--- src/hdl/snbd_pkg.sv ---
// Shared types, constant tables and band decoders for the scrolling bar display.
package snbd_pkg;

  localparam int unsigned NumCols  = 8;
  localparam int unsigned ColW     = $clog2(NumCols);
  localparam int unsigned PixCnt   = NumCols * NumCols;
  localparam int unsigned PixCntW  = $clog2(PixCnt);
  localparam int unsigned HeightW  = 3;
  localparam int unsigned ChanW    = 8;
  localparam int unsigned FreqW    = 16;

  // action codes
  localparam logic ActNote  = 1'b0;
  localparam logic ActClear = 1'b1;

  // colour style codes
  localparam logic StyleBand = 1'b0;
  localparam logic StyleGrad = 1'b1;

  typedef struct packed {
    logic [ChanW-1:0] red;
    logic [ChanW-1:0] green;
    logic [ChanW-1:0] blue;
  } rgb_t;

  // green base of the gradient, indexed by height above floor (7 - y)
  localparam logic [ChanW-1:0] GradGreen [NumCols] = '{
    8'd255, 8'd222, 8'd190, 8'd157, 8'd121, 8'd80, 8'd41, 8'd1
  };

  // brightness ramp along x: 170 + x*80/7
  localparam logic [ChanW-1:0] LumRamp [NumCols] = '{
    8'd170, 8'd181, 8'd192, 8'd204, 8'd215, 8'd227, 8'd238, 8'd250
  };

  function automatic logic [HeightW-1:0] band_height(input logic [FreqW-1:0] f);
    logic [HeightW-1:0] h;
    if (f == '0)              h = 3'd0;
    else if (f < 16'd300)     h = 3'd2;
    else if (f < 16'd400)     h = 3'd3;
    else if (f < 16'd500)     h = 3'd4;
    else if (f < 16'd600)     h = 3'd5;
    else if (f < 16'd700)     h = 3'd6;
    else                      h = 3'd7;
    return h;
  endfunction

  function automatic rgb_t band_color(input logic [FreqW-1:0] f);
    rgb_t c;
    if (f == '0)              c = '{8'd0,   8'd0,   8'd0};
    else if (f < 16'd300)     c = '{8'd255, 8'd0,   8'd0};
    else if (f < 16'd350)     c = '{8'd255, 8'd127, 8'd0};
    else if (f < 16'd400)     c = '{8'd255, 8'd255, 8'd0};
    else if (f < 16'd450)     c = '{8'd0,   8'd255, 8'd0};
    else if (f < 16'd550)     c = '{8'd0,   8'd0,   8'd255};
    else                      c = '{8'd75,  8'd0,   8'd130};
    return c;
  endfunction

endpackage

--- src/hdl/scrolling_note_bar_display.sv ---
// Top level of the scrolling 8x8 note bar display: column store, pixel sequencer, output register.
//
// Usage
// - Input channel (in_valid_i / in_stall_o, action_i, note_freq_i): one word per note.
//   A note word shifts the eight column heights right, puts the band height of
//   note_freq_i in column 0 and then streams the whole 8x8 frame. A clear word
//   zeroes all heights and produces no pixels.
// - Output channel (out_valid_o / out_stall_i): 64 pixel words per note, in raster
//   order (row 0 at the top, column 0 first in each row); frame_end_o marks the last.
// - Configuration: cfg_we_i writes cfg_wdata_i into the colour style register
//   (0 band colour, 1 height gradient with x brightness). Write only while idle.
// Timing
// - The pixel counter walks the frame one pixel a cycle while the receiver does
//   not stall, through the shared gradient multiplier; the first pixel enters the
//   output register after the accepted note has set the sequencer busy.
// - in_stall_o is high while the counter walks the frame, so a note blocks the
//   next word until its last pixel enters the output register; a clear does not.
// - A receiver stall freezes the counter and holds the pending pixel word.
// Reset clears the heights, the colour style, the sequencer and the output valid.
module scrolling_note_bar_display (
  input  logic                        clk_i,
  input  logic                        rst_ni,
  input  logic                        cfg_we_i,
  input  logic                        cfg_wdata_i,
  input  logic                        in_valid_i,
  output logic                        in_stall_o,
  input  logic                        action_i,
  input  logic [snbd_pkg::FreqW-1:0]  note_freq_i,
  output logic                        out_valid_o,
  input  logic                        out_stall_i,
  output logic [snbd_pkg::ColW-1:0]   pix_x_o,
  output logic [snbd_pkg::ColW-1:0]   pix_y_o,
  output logic [snbd_pkg::ChanW-1:0]  red_o,
  output logic [snbd_pkg::ChanW-1:0]  green_o,
  output logic [snbd_pkg::ChanW-1:0]  blue_o,
  output logic                        frame_end_o
);
  import snbd_pkg::*;

  logic [HeightW-1:0] heights_q [NumCols];
  logic               style_q;
  rgb_t               note_col_q;
  logic               busy_q;
  logic [PixCntW-1:0] cnt_q;

  logic               out_valid_q;
  logic [ColW-1:0]    pix_x_q, pix_y_q;
  rgb_t               pix_col_q;
  logic               frame_end_q;

  logic               in_acc;
  logic               advance;
  logic [ColW-1:0]    cur_x, cur_y;
  logic               lit;
  rgb_t               grad_col;
  rgb_t               pix_col_d;

  assign in_acc  = in_valid_i && !busy_q;
  // next pixel may enter the output register when it is empty or being taken
  assign advance = busy_q && (!out_valid_q || !out_stall_i);

  assign cur_x = cnt_q[ColW-1:0];
  assign cur_y = cnt_q[PixCntW-1:ColW];
  assign lit   = heights_q[cur_x] > ~cur_y;

  snbd_grad u_grad (
    .x_i     (cur_x),
    .y_i     (cur_y),
    .color_o (grad_col)
  );

  always_comb begin
    pix_col_d = '0;
    if (lit) begin
      pix_col_d = (style_q == StyleGrad) ? grad_col : note_col_q;
    end
  end

  // configuration
  always_ff @(posedge clk_i or negedge rst_ni) begin
    if (!rst_ni) begin
      style_q <= StyleBand;
    end else if (cfg_we_i) begin
      style_q <= cfg_wdata_i;
    end
  end

  // column store: shift on a note, zero on a clear
  always_ff @(posedge clk_i or negedge rst_ni) begin
    if (!rst_ni) begin
      for (int i = 0; i < NumCols; i++) heights_q[i] <= '0;
    end else if (in_acc) begin
      if (action_i == ActClear) begin
        for (int i = 0; i < NumCols; i++) heights_q[i] <= '0;
      end else begin
        for (int i = NumCols - 1; i > 0; i--) heights_q[i] <= heights_q[i-1];
        heights_q[0] <= band_height(note_freq_i);
      end
    end
  end

  // band colour of the current note
  always_ff @(posedge clk_i) begin
    if (in_acc && action_i == ActNote) begin
      note_col_q <= band_color(note_freq_i);
    end
  end

  // pixel sequencer
  always_ff @(posedge clk_i or negedge rst_ni) begin
    if (!rst_ni) begin
      busy_q <= 1'b0;
      cnt_q  <= '0;
    end else if (in_acc && action_i == ActNote) begin
      busy_q <= 1'b1;
      cnt_q  <= '0;
    end else if (advance) begin
      cnt_q <= cnt_q + PixCntW'(1);
      if (cnt_q == PixCntW'(PixCnt - 1)) busy_q <= 1'b0;
    end
  end

  // output register
  always_ff @(posedge clk_i or negedge rst_ni) begin
    if (!rst_ni) begin
      out_valid_q <= 1'b0;
    end else if (advance) begin
      out_valid_q <= 1'b1;
    end else if (!out_stall_i) begin
      out_valid_q <= 1'b0;
    end
  end

  always_ff @(posedge clk_i) begin
    if (advance) begin
      pix_x_q     <= cur_x;
      pix_y_q     <= cur_y;
      pix_col_q   <= pix_col_d;
      frame_end_q <= (cnt_q == PixCntW'(PixCnt - 1));
    end
  end

  assign in_stall_o  = busy_q;
  assign out_valid_o = out_valid_q;
  assign pix_x_o     = pix_x_q;
  assign pix_y_o     = pix_y_q;
  assign red_o       = pix_col_q.red;
  assign green_o     = pix_col_q.green;
  assign blue_o      = pix_col_q.blue;
  assign frame_end_o = frame_end_q;

endmodule

--- src/hdl/snbd_grad.sv ---
// Gradient shader: one shared 8x8 multiplier scales the green base by the x ramp.
module snbd_grad (
  input  logic [snbd_pkg::ColW-1:0] x_i,
  input  logic [snbd_pkg::ColW-1:0] y_i,
  output snbd_pkg::rgb_t            color_o
);
  import snbd_pkg::*;

  logic [ColW-1:0]    rise;
  logic [ChanW-1:0]   lum;
  logic [ChanW-1:0]   base_g;
  logic [2*ChanW-1:0] prod;

  assign rise   = ~y_i;            // 7 - y
  assign lum    = LumRamp[x_i];
  assign base_g = GradGreen[rise];
  assign prod   = base_g * lum;

  // red base is 255: (255*lum) >> 8 equals lum - 1 for lum in 1..255
  assign color_o.red   = lum - 8'd1;
  assign color_o.green = prod[2*ChanW-1:ChanW];
  assign color_o.blue  = '0;

endmodule
--- config.mk ---
export PLATFORM = sky130hd
export DESIGN_NAME = scrolling_note_bar_display
export DESIGN_NICKNAME = d
export VERILOG_FILES = /design/src/hdl/snbd_pkg.sv /design/src/hdl/scrolling_note_bar_display.sv /design/src/hdl/snbd_grad.sv
export SDC_FILE = /design/constraint.sdc
export NUM_CORES = 1
export LEC_CHECK = 0
export BUFFER_PORTS_ARGS = -buffer_cell sky130_fd_sc_hd__buf_2
export CORE_MARGIN = 5
export CORE_UTILIZATION = 45
export DETAILED_ROUTE_END_ITERATION = 10
export SYNTH_ARGS = -nofsm -noshare
export SYNTH_HDL_FRONTEND = slang
export SYNTH_SLANG_ARGS = --single-unit
--- constraint.sdc ---
create_clock -name clk_i -period 6.8 [get_ports clk_i]
set_input_delay 2.04 -clock clk_i [delete_from_list [all_inputs] [get_ports clk_i]]
set_output_delay 2.04 -clock clk_i [all_outputs]
set_load 0.05 [all_outputs]
==> flow_summary_export.csv, run 1 <==
group,metric,value,unit
status,run_status,"completed",
clocking,ctsRootBufferMaster,"clkbuf_16",
min_path,whs_path_depth,2,
worst_setup_path,cp.arrival,6.18,ns
worst_setup_path,crit_buf_inv,5,
logic_synthesis,synthTopCellsByArea,"edfxtp_1, dfrtp_1, fa_1",
worst_setup_path,worstReg2RegEnd,"green_o[6]",
sta,post-route-period-util,0.887,
worst_setup_path,r2r_start,"cnt_q[2]",
sta,post-route-min-period,6.03,ns
sta,slew_headroom,0.501,
clocking,cts_htree_levels,3,
routing,detail_route.wl_per_cell,15.7,µm
logic_synthesis,synth_largest_area_cell,"edfxtp_1",
routing,dr.pass1.iters,4,
sta,fmax,166,MHz
sta,tightest_slew,0.749,ns
routing,vias,4099,
routing,drc_errors,0,
clocking,post_cts_buffers,0,
floorplanning,die_x,119,µm
worst_setup_path,crit_chain,"clkinv_1 -> ha_1 -> nor2_1 -> inv_1 -> or2_2 -> fa_1 -> fa_1 -> inv_1 -> fa_1 -> inv_1 -> fa_1 -> inv_1 -> ha_1 -> a21oi_1 -> o211ai_1 -> and3_1 -> or4_1 -> o311ai_1",
final_layout,fin_nets,716,
floorplanning,core_area,11600,µm²
global_route,antenna_found_initial,0,
sta,finClkSkew,0.00747,ns
worst_setup_path,rr_worst_depth,18,
routing,antenna_violating_nets_post_route,0,
min_path,holdCritPathClass,"reg -> reg",
clocking,clock-sinks,64,
clocking,cts-buffers-inserted,9,
floorplanning,initial_core_util,0.464,
floorplanning,io-pin-count,56,
logic_synthesis,syn_area_per_cell,9.46,µm²
worst_setup_path,crit_path_start_kind,"flop",
clocking,ctsHoldBuffers,0,
place,dp_hpwl,9.19,mm
logic_synthesis,ys_warn_count,0,
place,gp_congestion,0.869,
logic_synthesis,syn-num-nets,670,
routing,drt_iter0_markers,315,
final_layout,drive_gt1_frac,0.155,
logic_synthesis,synth_cell_types,55,
logic_synthesis,synth_top_area_share,0.174,
routing,drt-total-wl,11.9,mm
clocking,clockBufferDepth,2,
clocking,cts_tree,"built",
logic_synthesis,synth_cells,567,
logic_synthesis,ys.flop_type,"dfrtp_1",
logic_synthesis,yosysSeqAreaShare,0.328,
sta,final_max_slew_viol_count,0,
worst_setup_path,criticalPathCategory,"reg -> reg",
worst_setup_path,required,6.95,ns
worst_setup_path,crit_path_max_incr_delay,0.66,ns
final_layout,syn_to_final_growth,12.5,%
sta,hold_viol,0,
worst_setup_path,cpLargestDelayFamily,"adder cells",
global_route,overflow,0,
sta,grt_setup_unrepaired,"false",
place,portBuffers,55,
worst_setup_path,rrSetupSlack,0.77,ns
min_path,hold_path.startpoint,"heights_q[1]",
worst_setup_path,cp_max_fo,16,
global_route,grt_pass1_wl,20.7,mm
floorplanning,fp.dieH,119,µm
logic_synthesis,synth-seq-cells,64,
worst_setup_path,endpoint_kind,"flop",
clocking,worstSkewPairLatency,0.34,ns
min_path,hold_end,"heights_q[1]",
final_layout,antenna_cells,0,
clocking,post_cts_resized,0,
floorplanning,die_area,14200,µm²
logic_synthesis,synth_area,5360,µm²
sta,fin_tns_setup,0,ns
worst_setup_path,crit_path_top_delay_cell,"dfrtp_1",
clocking,path_clk_slew,0.06,ns
global_route,grt_pass1_vias,4222,
job,cap_violations,0,
logic_synthesis,async_flop_share,0.516,
sta,finalSetupViolCount,0,
floorplanning,row_count,39,
global_route,grt_usage,0.181,
global_route,grt_max_degree,47,
logic_synthesis,synth_enable_flop_cells,31,
routing,via_per_inst,5.39,
## stage by stage
step / setup slack [ns] / hold slack [ns] / cell area [µm²] / cells / utilization
after floorplan: 1.24 / 0.445 / 5360 / 567 / -
after CTS: 0.804 / 0.488 / 6030 / 761 / 0.522
after global routing: 0.378 / 0.529 / 6030 / 761 / 0.522
after detailed placement: 0.839 / 0.473 / 5740 / 745 / 0.496
final: 0.771 / 0.478 / 6030 / 761 / 0.522
after global placement: 1.01 / 0.461 / 5740 / 745 / 0.496
## synth_stat cells, types with 7 or more instances
master    number
a21oi_1       30
nor3_1         8
nor2_1        38
nand2_1       67
fa_1          35
and3_1         7
clkbuf_1      16
o21ai_0       39
xnor2_1        9
and2_1        12
inv_1         61
nand2b_1      29
dfrtp_1       33
edfxtp_1      31
ha_1          45
## routing by layer
layer	routed length [µm]	vias up	GRT usage
met2	5890	82	0.301
li1	-	2023	-
met3	464	18	0.0336
met1	5290	1976	0.237
met5	0	-	0
met4	277	0	0.0666
## worst reg2reg max path, stage by stage (launching register included)
cell	delay, ns
dfrtp_1	0.66
clkinv_1	0.42
ha_1	0.41
nor2_1	0.19
inv_1	0.11
or2_2	0.29
fa_1	0.46
fa_1	0.54
inv_1	0.05
fa_1	0.52
inv_1	0.06
fa_1	0.54
inv_1	0.04
ha_1	0.35
a21oi_1	0.24
o211ai_1	0.12
and3_1	0.23
or4_1	0.52
o311ai_1	0.10
## logic make-up after synthesis
group / share of synthesized area
adders and majority gates: 0.236
and+or+nand+nor: 0.182
muxes: 0.0331
AOI/OAI and AO/OA: 0.132
xor gates and xnor gates: 0.0226
DFF: 0.328
buffers and inverters: 0.0672
## area by class of cell
| class | instances | area, µm² |
|---|---|---|
| fill | 1062 | 5530 |
| multi-input combinational | 414 | 3250 |
| sequential | 64 | 1760 |
| timing repair buffer | 60 | 313 |
| clock buffer | 11 | 264 |
| inverter | 64 | 240 |
| tap | 143 | 179 |
| clock inverter | 5 | 35.0 |
## layout by cell type, fill, tap and decap left out, types with 4 or more instances in the layout
cell type  instances
a21oi_1           30
nor2_1            38
buf_4              5
nand3_1            5
nor3_1             8
clkbuf_16         10
a21o_1             5
or3_1              5
nand2b_1          29
nand4_1            4
buf_2             55
and2_1            12
edfxtp_1          31
o21a_1             5
a211o_1            4
dfrtp_1           33
o21ai_1            5
o31ai_1            5
nor2b_1            6
and3_1             7
mux4_2             6
o21ai_0           39
inv_1             61
nand2_1           67
fa_1              35
ha_1              45
or2_2              6
xnor2_1            9
## sequential cells by signal, summed over array words and instances, names as in the netlist
name and flops:
heights_q 24, pix_y_o 3, cnt_q 6, green_o 8, style_q 1, out_valid_o 1
red_o 8, frame_end_o 1, in_stall_o 1, blue_o 2, pix_x_o 3, note_col_q 6
## how the worst max path moves through the flow
stage	start	end	slack (ns)	depth (start not counted)
6_report	cnt_q[2]	green_o[6]	0.77	18
5_1_grt	cnt_q[2]	green_o[6]	0.38	18
4_1_cts	cnt_q[2]	green_o[6]	0.80	18
3_5_place_dp	cnt_q[2]	green_o[6]	0.84	18
3_3_place_gp	cnt_q[2]	green_o[6]	1.01	18
2_1_floorplan	cnt_q[1]	green_o[6]	1.24	18
Power of run 1 is left out: the tool's default activity adds up to more than one toggle a clock period on the data nets, which glitch-free logic cannot reach.
==> run 2: changes to the inputs <==
CELL_PAD_IN_SITES_DETAIL_PLACEMENT = 1   (was not set)
CELL_PAD_IN_SITES_GLOBAL_PLACEMENT = 2   (was not set)
CORE_UTILIZATION = 38   (was 45)
PLACE_DENSITY_LB_ADDON = 0.1   (was not set)
==> flow_summary_export.csv, run 2 (synthesis gave the netlist of run 1 again) <==
group,metric,value,unit
status,run_status,"completed",
worst_setup_path,rr_worst_depth,18,
clocking,ctsHoldBuffers,0,
routing,drt_iter0_markers,135,
min_path,whs_path_depth,2,
final_layout,top_register,"heights_q",
place,dp_hpwl,10.9,mm
worst_setup_path,crit_path_start_kind,"flop",
worst_setup_path,criticalPathCategory,"reg -> reg",
final_layout,drive_gt1_frac,0.155,
routing,via_per_inst,5.21,
final_layout,syn_to_final_growth,13.4,%
sta,post-route-min-period,6.12,ns
place,portBuffers,55,
clocking,path_clk_slew,0.05,ns
clocking,post_cts_buffers,0,
worst_setup_path,cp.arrival,6.26,ns
routing,antenna_violating_nets_post_route,0,
sta,post-route-period-util,0.900,
sta,tightest_slew,0.741,ns
routing,detail_route.wl_per_cell,17.0,µm
sta,slew_headroom,0.506,
floorplanning,row_count,43,
floorplanning,core_area,13900,µm²
clocking,clockBufferDepth,2,
floorplanning,die_x,129,µm
sta,grt_setup_unrepaired,"false",
global_route,grt_usage,0.172,
place,gp_congestion,0.841,
sta,finalSetupViolCount,0,
place,postPlaceCellArea,5800,µm²
final_layout,largest_reg_flops,24,
worst_setup_path,cp_max_fo,16,
final_layout,fin_nets,718,
clocking,clock-sinks,64,
min_path,holdCritPathClass,"reg -> reg",
sta,fmax,163,MHz
sta,final_max_slew_viol_count,0,
clocking,cts_tree,"built",
final_layout,final_cell_mix,"nand2_1, inv_1, buf_2, ha_1, o21ai_0",
final_layout,postLayoutCellArea,6080,µm²
clocking,ctsRootBufferMaster,"clkbuf_16",
floorplanning,io-pin-count,56,
routing,dr.pass1.iters,4,
worst_setup_path,required,6.94,ns
job,cap_violations,0,
global_route,grt_max_degree,47,
clocking,post_cts_resized,0,
floorplanning,fp.dieH,129,µm
clocking,cts_htree_levels,3,
floorplanning,die_area,16600,µm²
global_route,overflow,0,
global_route,antenna_found_initial,0,
clocking,cts-buffers-inserted,9,
clocking,worstSkewPairLatency,0.33,ns
sta,fin_tns_setup,0,ns
sta,finClkSkew,0.00507,ns
routing,drc_errors,0,
sta,hold_viol,0,
routing,drt-total-wl,13.6,mm
final_layout,antenna_cells,0,
final_layout,final_common_cell,"nand2_1",
global_route,grt_pass1_vias,4462,
floorplanning,initial_core_util,0.386,
routing,vias,4169,
global_route,grt_pass1_wl,22.5,mm
worst_setup_path,endpoint_kind,"flop",
## run 2: cell types whose count changed in the layout (fill, tap and decap cells not counted)
| cell | previous run | this run |
|---|---|---|
| buf_4 | 5 | 7 |
| clkbuf_1 | 0 | 2 |
| clkinv_4 | 1 | 0 |
| clkbuf_8 | 1 | 3 |
| clkbuf_16 | 10 | 9 |
| inv_4 | 2 | 1 |
| inv_6 | 1 | 0 |
## run 2: metrics by stage
step	hold slack, ns	util	setup slack [ns]	std cells
floorplan	0.445	-	1.24	567
global placement	0.460	0.418	0.922	784
detailed placement	0.471	0.418	0.697	784
CTS	0.484	0.438	0.668	800
global route	0.498	0.438	0.367	800
finish	0.478	0.438	0.679	800
## run 2: final cells by class
class	count	area, µm²
multi-input cells	414	3250
inverters	64	240
repair buffers	62	328
clock buffers	14	274
flip-flops and latches	64	1760
well taps	180	225
clock inverters	2	11.3
fillers	1630	7800
## run 2: worst max-delay path: stages (launching register included)
cell and delay [ns]:
dfrtp_1 0.66, clkinv_1 0.43, ha_1 0.41, nor2_1 0.18, inv_1 0.12, or2_2 0.30, fa_1 0.47, fa_1 0.54
inv_1 0.05, fa_1 0.53, inv_1 0.06, fa_1 0.53, inv_1 0.05, ha_1 0.36, a21oi_1 0.27, o211ai_1 0.12
and3_1 0.23, or4_1 0.51, o311ai_1 0.11
## run 2: layer usage
| layer | share of wire | global-route usage |
|---|---|---|
| met1 | 0.42 | 0.206 |
| met2 | 0.54 | 0.319 |
| met3 | 0.027 | 0.0340 |
| met4 | 0.010 | 0.0377 |
| met5 | 0 | 0 |
## run 2: worst paths after layout
| path | startpoint | endpoint | slack (ns) |
|---|---|---|---|
| max in group asynchronous | rst_ni | cnt_q[2] | 4.55 |
| min in group asynchronous | rst_ni | heights_q[21] | 1.77 |
| hold reg to reg | heights_q[0] | heights_q[0] | 0.48 |
| hold / removal | heights_q[0] | heights_q[0] | 0.48 |
| setup reg to reg | cnt_q[2] | green_o[6] | 0.68 |
| setup / recovery | cnt_q[2] | green_o[6] | 0.68 |
Power of run 2 is left out for the same reason.
